<file path="src/hdl/ghi_pkg.sv">
// package for the generalized hilbert index to xy core
// holds widths, the state encoding, the walk state record and small helper functions
// no dependencies
package ghi_pkg;

  localparam int DIM_BITS = 12;
  localparam int MAG_W    = DIM_BITS + 1;
  localparam int VEC_W    = DIM_BITS + 2;
  localparam int IDX_W    = 24;
  localparam int REG_W    = 13;
  localparam int AREA_W   = 2 * MAG_W;
  localparam int N_CELLS  = 4;

  localparam logic [MAG_W-1:0] DIM_MAX = MAG_W'(1) << DIM_BITS;

  localparam logic REG_WIDTH  = 1'b0;
  localparam logic REG_HEIGHT = 1'b1;

  typedef enum logic [1:0] {
    ST_IDLE,
    ST_CHECK,
    ST_RUN
  } state_e;

  typedef struct packed {
    logic signed [VEC_W-1:0] ax;
    logic signed [VEC_W-1:0] ay;
    logic signed [VEC_W-1:0] bx;
    logic signed [VEC_W-1:0] by;
    logic [IDX_W-1:0]        rem;
    logic [DIM_BITS-1:0]     x;
    logic [DIM_BITS-1:0]     y;
    logic                    done;
  } walk_t;

  function automatic logic [MAG_W-1:0] mag(input logic signed [VEC_W-1:0] v);
    logic signed [VEC_W-1:0] n;
    n = -v;
    return v[VEC_W-1] ? n[MAG_W-1:0] : v[MAG_W-1:0];
  endfunction

  function automatic logic signed [VEC_W-1:0] sgn(input logic signed [VEC_W-1:0] v);
    logic signed [VEC_W-1:0] r;
    if (v[VEC_W-1]) begin
      r = -VEC_W'(1);
    end else if (v != '0) begin
      r = VEC_W'(1);
    end else begin
      r = '0;
    end
    return r;
  endfunction

endpackage

</file>
<file path="src/hdl/ghi_cell.sv">
// one subdivision step of the curve walk with its state register
// depends on ghi_pkg
module ghi_cell (
  input  logic           clk_i,
  input  logic           rst_ni,
  input  logic           en_i,
  input  logic           valid_i,
  input  ghi_pkg::walk_t state_i,
  output logic           valid_o,
  output ghi_pkg::walk_t state_o
);

  logic valid_q;
  ghi_pkg::walk_t state_q, state_d;

  logic signed [ghi_pkg::VEC_W-1:0] dax, day, dbx, dby;
  logic signed [ghi_pkg::VEC_W-1:0] ax2, ay2, bx2, by2, bx2a, by2a, ax2a, ay2a;
  logic [ghi_pkg::MAG_W-1:0]        ww, hh, w2, h2;
  logic [ghi_pkg::AREA_W-1:0]       n_two, n1, n2, rem_w, rem1;
  logic [ghi_pkg::DIM_BITS-1:0]     rlo;

  always_comb begin
    state_d = state_i;
    dax  = ghi_pkg::sgn(state_i.ax);
    day  = ghi_pkg::sgn(state_i.ay);
    dbx  = ghi_pkg::sgn(state_i.bx);
    dby  = ghi_pkg::sgn(state_i.by);
    ww   = ghi_pkg::mag(state_i.ax + state_i.ay);
    hh   = ghi_pkg::mag(state_i.bx + state_i.by);
    ax2  = state_i.ax >>> 1;
    ay2  = state_i.ay >>> 1;
    bx2  = state_i.bx >>> 1;
    by2  = state_i.by >>> 1;
    w2   = ghi_pkg::mag(ax2 + ay2);
    h2   = ghi_pkg::mag(bx2 + by2);
    ax2a = ax2;
    ay2a = ay2;
    bx2a = bx2;
    by2a = by2;
    if (w2[0] && ww > ghi_pkg::MAG_W'(2)) begin
      ax2a = ax2 + dax;
      ay2a = ay2 + day;
    end
    if (h2[0] && hh > ghi_pkg::MAG_W'(2)) begin
      bx2a = bx2 + dbx;
      by2a = by2 + dby;
    end
    rlo   = state_i.rem[ghi_pkg::DIM_BITS-1:0];
    rem_w = ghi_pkg::AREA_W'(state_i.rem);
    n_two = ghi_pkg::mag(ax2a + ay2a) * hh;
    n1    = ghi_pkg::mag(bx2a + by2a) * ghi_pkg::mag(ax2 + ay2);
    rem1  = rem_w - n1;
    n2    = ww * ghi_pkg::mag((state_i.bx - bx2a) + (state_i.by - by2a));

    if (!state_i.done) begin
      if (hh == ghi_pkg::MAG_W'(1)) begin
        state_d.done = 1'b1;
        if (dax[ghi_pkg::VEC_W-1]) state_d.x = state_i.x - rlo;
        else if (dax != '0)        state_d.x = state_i.x + rlo;
        if (day[ghi_pkg::VEC_W-1]) state_d.y = state_i.y - rlo;
        else if (day != '0)        state_d.y = state_i.y + rlo;
      end else if (ww == ghi_pkg::MAG_W'(1)) begin
        state_d.done = 1'b1;
        if (dbx[ghi_pkg::VEC_W-1]) state_d.x = state_i.x - rlo;
        else if (dbx != '0)        state_d.x = state_i.x + rlo;
        if (dby[ghi_pkg::VEC_W-1]) state_d.y = state_i.y - rlo;
        else if (dby != '0)        state_d.y = state_i.y + rlo;
      end else if ({1'b0, ww, 1'b0} > ({2'b0, hh} + {1'b0, hh, 1'b0})) begin
        // split in two along the long side
        if (rem_w < n_two) begin
          state_d.ax = ax2a;
          state_d.ay = ay2a;
        end else begin
          state_d.rem = ghi_pkg::IDX_W'(rem_w - n_two);
          state_d.x   = state_i.x + ax2a[ghi_pkg::DIM_BITS-1:0];
          state_d.y   = state_i.y + ay2a[ghi_pkg::DIM_BITS-1:0];
          state_d.ax  = state_i.ax - ax2a;
          state_d.ay  = state_i.ay - ay2a;
        end
      end else if (rem_w < n1) begin
        state_d.ax = bx2a;
        state_d.ay = by2a;
        state_d.bx = ax2;
        state_d.by = ay2;
      end else if (rem1 < n2) begin
        state_d.rem = ghi_pkg::IDX_W'(rem1);
        state_d.x   = state_i.x + bx2a[ghi_pkg::DIM_BITS-1:0];
        state_d.y   = state_i.y + by2a[ghi_pkg::DIM_BITS-1:0];
        state_d.bx  = state_i.bx - bx2a;
        state_d.by  = state_i.by - by2a;
      end else begin
        state_d.rem = ghi_pkg::IDX_W'(rem1 - n2);
        state_d.x   = state_i.x + ghi_pkg::DIM_BITS'((state_i.ax - dax) + (bx2a - dbx));
        state_d.y   = state_i.y + ghi_pkg::DIM_BITS'((state_i.ay - day) + (by2a - dby));
        state_d.ax  = -bx2a;
        state_d.ay  = -by2a;
        state_d.bx  = ax2 - state_i.ax;
        state_d.by  = ay2 - state_i.ay;
      end
    end
  end

  always_ff @(posedge clk_i or negedge rst_ni) begin
    if (!rst_ni) begin
      valid_q <= 1'b0;
    end else if (en_i) begin
      valid_q <= valid_i;
    end
  end

  always_ff @(posedge clk_i) begin
    if (en_i) begin
      state_q <= state_d;
    end
  end

  assign valid_o = valid_q;
  assign state_o = state_q;

endmodule

</file>
<file path="config.mk">
export PLATFORM = sky130hd
export DESIGN_NAME = ghi_cell
export DESIGN_NICKNAME = d
export VERILOG_FILES = /design/src/hdl/ghi_pkg.sv /design/src/hdl/ghi_cell.sv
export SDC_FILE = /design/constraint.sdc
export NUM_CORES = 2
export LEC_CHECK = 0
export ABC_AREA = 1
export BUFFER_PORTS_ARGS = -buffer_cell sky130_fd_sc_hd__clkbuf_2
export CAP_MARGIN = 40
export CORE_MARGIN = 2
export CORE_UTILIZATION = 35
export CTS_CLUSTER_DIAMETER = 100
export DETAILED_ROUTE_END_ITERATION = 8
export PLACE_DENSITY = 0.52
export SYNTH_ARGS = -nofsm -noshare
export SYNTH_HDL_FRONTEND = slang
export SYNTH_SLANG_ARGS = --single-unit
</file>
<file path="constraint.sdc">
create_clock -name clk_i -period 0.9 [get_ports clk_i]
set_clock_uncertainty 0.05 [all_clocks]
set_input_delay 0.045 -clock clk_i [delete_from_list [all_inputs] [get_ports clk_i]]
set_output_delay 0.045 -clock clk_i [all_outputs]
set_load 0.02 [all_outputs]
</file>
# Word level (Yosys, flattened, before mapping)
# Cells that the tools add are included.
[totals] ff_bits=106 in_bits=109
[classes] add_sub_neg=46 mul=3 n_lt_le_gt_ge=6 eq_ne=2 n_mux=42 reduce_logical=11
[ops] operator="$mux 80" n=2
[ops] operator="$mux 48" n=3
[ops] operator="$add 12x12->12" n=10
[ops] operator="$mux 14" n=8
[ops] operator="$mux 28" n=4
[ops] operator="$reduce_bool 14->1" n=8
[ops] operator="$mux 105" n=1
[ops] operator="$mux 12" n=8
[ops] operator="$mul 13x13->26" n=3
[ops] operator="$mux 13" n=6
[ops] operator="$neg 13->13" n=6
[ops] operator="$mux 76" n=1
[ops] operator="$sub 12x12->12" n=6
[ops] operator="$add 14x14->14" n=5
[ops] operator="$add 13x14->14" n=4
[ops] operator="$mux 56" n=1
[ops] operator="$sub 14x14->14" n=4
[ops] operator="$lt 24x26->1" n=2
[ops] operator="$sub 24x24->24" n=2
[ops] operator="$add 13x13->14" n=2
[ops] operator="$neg 14->14" n=2
[ops] operator="$sub 13x14->14" n=2
[ops] operator="$eq 13x1->1 const B" n=2
[ops] operator="$gt 13x2->1 const B" n=2
[ops] operator="10 further kinds" n=16

# Longest topological paths before layout
[depth] ltp_word=18 ltp_mapped=102 ltp_nobuf=98

# Worst setup path before layout
# No wires, ideal clock.
[synth_path] kind="input to register" startpoint="input state_i[49] (netlist name)" endpoint="register state_q, in the netlist state_o[63], data pin" arrival_time_ns=13.650 slack_ns=-13.055 cell_stages=84 path_buffers=10 path_cell_list="ha_1 inv_1 clkbuf_1 ha_1 a21boi_1 nand3_1 nor2_1 nand3_1 o21ai_0 xnor2_1 inv_2 ha_1 nand2_1 nand2_1 a21boi_0 nand3_1 o21a_1 buf_6 [48 not listed] nand2_1 inv_1 nor2_1 ha_1 nand2_1 nor3_1 nand2_1 nor4_1 nand2_1 nand2_1 inv_1 clkbuf_1 clkbuf_1 clkbuf_1 o21ai_0 o211ai_1 o21ai_0 inv_1"
[synth_lines] element="start, declared" line_no="ghi_cell.sv:8" text="input ghi_pkg::walk_t state_i,"
[synth_lines] element="end signal, assigned" line_no="ghi_cell.sv:113" text="state_q <= state_d;"
[synth_lines] element="end, declared" line_no="ghi_cell.sv:14" text="ghi_pkg::walk_t state_q, state_d;"

==> impl_metrics.env <==
export IMPL_finalWeightedCongestion=1.02
export IMPL_rr_worst_depth=1
export IMPL_cts_htree_levels=3
export IMPL_clk_pin_slew_ns=0.12
export IMPL_hold_viol=0
export IMPL_grtUsageTotal_pct=32.6
export IMPL_worstSetupPathType="input port to flip-flop"
export IMPL_hold_depth=4
export IMPL_endpoint_kind="flip-flop"
export IMPL_status="finished, violations left"
export IMPL_worst_pin_slew_ns=0.583
export IMPL_drt_initial_drc_count=4385
export IMPL_setup_worst_path_start_class="input port"
export IMPL_ys_types=66
export IMPL_ys_seq_area_share_pct=6.94
export IMPL_cts_tree="built"
export IMPL_clock_latency_ns=0.45
export IMPL_drc_errors=0
export IMPL_initial_core_util_pct=35.3
export IMPL_final_core_util_pct=53.1
export IMPL_syn_inst=6478
export IMPL_area_delta_synth_final_pct=50.3
export IMPL_netlist_area_sq_um=45800
export IMPL_synth_edf_count=105
export IMPL_wl_um=220000
export IMPL_num_fill_cells=12642
export IMPL_num_io_pins=215
export IMPL_min_to="state_o[47]$_DFFE_PP_"
export IMPL_rows=132
export IMPL_vias=52796
export IMPL_synth_warnings=0
export IMPL_hold_class="input port to flip-flop"
export IMPL_reg2reg_slack_ns=0.09
export IMPL_grt_pass1_wl_um=324000
export IMPL_drive_gt1_share_pct=34.2
export IMPL_worst_ep_required_time_ns=1.08
export IMPL_grt_pass1_vias=52062
export IMPL_place_area_sq_um=63700
export IMPL_fmax_ghz=0.0768
export IMPL_cts_num_sinks=106
export IMPL_finalSetupViolCount=215
export IMPL_rsz0062_at_grt="true"
export IMPL_numCtsBuffers=9
export IMPL_violations="setup timing"
export IMPL_detail_route_antenna_nets=0
export IMPL_dp_hpwl_um=188000
export IMPL_antenna_found_initial=6
export IMPL_die_area_sq_um=134000
export IMPL_nNetsFinal=9768
export IMPL_clock_path_buffers=2
export IMPL_drtPass1Iterations=6
export IMPL_slew_violations=0
export IMPL_r2r_end="valid_o$_DFFE_PN0P_"
export IMPL_ys_ff_latch=106
export IMPL_cap_violations=0
export IMPL_slew_headroom_pct=60.9
export IMPL_synth_flop_cell="edfxtp_1"
export IMPL_arrival_ns=13.20
export IMPL_max_stage_delay_ns=0.59
export IMPL_core_sq_um=130000
export IMPL_async_flop_share_pct=0.943
export IMPL_cp_slowest_cell="fa_2"
export IMPL_fin_crit_ns=13.02
export IMPL_avgSynthCellArea_sq_um=7.07
export IMPL_portBuffers=214
export IMPL_holdCritStartpoint="state_i[47]"
export IMPL_wl_per_cell_um=21.3
export IMPL_period_share_pct=1450
export IMPL_crit_fanout=8
export IMPL_r2r_start="valid_o$_DFFE_PN0P_"
export IMPL_root_buffer="clkbuf_16"
export IMPL_die_w_um=366
export IMPL_grt_max_degree=57
export IMPL_viasPerCell=5.11
export IMPL_syn_num_nets=7674
export IMPL_fin_ws_ns=-12.12
export IMPL_dieHeight_um=366
export IMPL_design_area_sq_um=68800
export IMPL_grt_ovfl_total=0
[stage by stage]
step | setup slack (ns) | hold WS [ns] | setup TNS, ns | cells
2_1_floorplan | -11.65 | -0.301 | -1203.62 | 6478
3_3_place_gp | -13.25 | -0.230 | -1356.14 | 10176
4_1_cts | -11.96 | 0.00916 | -1261.88 | 10279
3_5_place_dp | -13.36 | -0.229 | -1365.66 | 10176
5_1_grt | -12.73 | 0.0249 | -1340.41 | 10322
6_report | -12.12 | 0.0310 | -1268.02 | 10323
[flip-flops by register name (all words and copies together), names as in the netlist]
| name | count |
|---|---|
| valid_o | 1 |
| state_o | 105 |
[metal layers]
layer / wire [um] / part of all wire (%) / up-vias / GRT usage, %
met4: 10800 / 4.9 / 0 / 13.6
met1: 94400 / 43 / 25373 / 43.4
met5: 0 / 0 / - / 0
met2: 98600 / 45 / 1898 / 52.9
met3: 15900 / 7.2 / 348 / 4.14
li1: - / - / 25177 / -
[area by class of cell]
cell class                 instances  area (sq um)  share of cell area, %
multi-input combinational       4984         40200                   58.4
timing repair buffer            2254         18300                   26.6
inverter                        1217          4610                   6.71
sequential                       106          3180                   4.62
tap                             1742          2180                   3.17
clock buffer                       9           225                  0.327
clock inverter                     7           108                  0.156
antenna                            4          10.0                 0.0145
[timing repair]
| action | in CTS | in global routing |
|---|---|---|
| buffers inserted | 84 | 45 |
| gates cloned | 6 | 6 |
| endpoints found under the setup margin | 211 | 215 |
| hold buffers | 4 | 1 |
| gates resized for setup | 451 | 662 |
| pin swaps | 128 | 229 |
| endpoints found under the hold margin | 6 | 1 |
[how the worst max path moves through the flow]
stage	start	end	slack, ns	cells after the start
finish	state_i[49]	state_o[62]$_DFFE_PP_	-12.12	91
global route	state_i[63]	state_o[24]$_DFFE_PP_	-12.73	91
CTS	state_i[63]	state_o[12]$_DFFE_PP_	-11.96	90
detailed placement	state_i[49]	state_o[16]$_DFFE_PP_	-13.36	80
global placement	state_i[49]	state_o[16]$_DFFE_PP_	-13.25	77
floorplan	state_i[49]	state_o[46]$_DFFE_PP_	-11.65	85
[worst max-delay path: cells and delay by family]
family	cells	cell delay (ns)
adder cells (fa/ha/maj)	14	4.51
AND/OR/NAND/NOR	34	3.01
AO/OA/AOI/OAI	20	3.10
XOR/XNOR	2	0.60
buffers and inverters	21	1.85
[cells by family (layout without fill, tap and decap cells)]
logic type / count (synthesis) / after routing / synth area share [%]
compound gates: 1365 / 1365 / 16.8
xor+xnor: 397 / 397 / 7.70
fa+ha+maj: 1087 / 1087 / 37.2
buf+inv: 1388 / 3487 / 11.6
flops: 106 / 106 / 6.94
mux: 3 / 3 / 0.0683
other cells: 0 / 4 / 0
simple gates: 2132 / 2132 / 19.7
[Yosys cell counts, types with 7 or more instances]
| cell type | count | area (sq um) |
|---|---|---|
| o22ai_1 | 30 | 188 |
| nor4_1 | 10 | 62.6 |
| o21ai_1 | 26 | 130 |
| nand3b_1 | 19 | 143 |
| fa_1 | 454 | 9090 |
| o221ai_1 | 29 | 254 |
| or2_2 | 14 | 87.6 |
| o21bai_1 | 55 | 413 |
| o311ai_0 | 9 | 78.8 |
| clkbuf_1 | 145 | 544 |
| o31ai_1 | 21 | 158 |
| nand3_2 | 10 | 100 |
| xnor2_1 | 107 | 937 |
| nand2_1 | 1186 | 4450 |
| edfxtp_1 | 105 | 3150 |
| nor3_1 | 42 | 210 |
| a21boi_0 | 10 | 75.1 |
| a31oi_1 | 30 | 188 |
| clkinv_1 | 17 | 63.8 |
| nand4_1 | 33 | 206 |
| a22oi_1 | 15 | 113 |
| and2_1 | 15 | 93.8 |
| buf_2 | 7 | 35.0 |
| a21o_1 | 13 | 97.6 |
| xor2_1 | 284 | 2490 |
| o21ai_0 | 465 | 2330 |
| inv_2 | 26 | 97.6 |
| a211oi_1 | 10 | 75.1 |
| nand3_1 | 256 | 1280 |
| nor2_1 | 459 | 1720 |
| buf_6 | 7 | 78.8 |
| o211ai_1 | 94 | 706 |
| inv_1 | 1174 | 4410 |
| nand2_2 | 63 | 394 |
| a21oi_1 | 529 | 2650 |
| ha_1 | 633 | 7920 |
[placed cells by master (no fill, tap or decap), drive strengths merged, types with 129 or more instances in the layout]
cell type  instances
nand3            269
a21oi            531
xor2             290
o21ai            496
clkbuf           129
nor2             463
fa               454
inv             1202
ha               633
nand2           1255
buf             2128
Power is not shown: default switching activity piles up to over one toggle a cycle in this logic, so the estimate is an artifact.
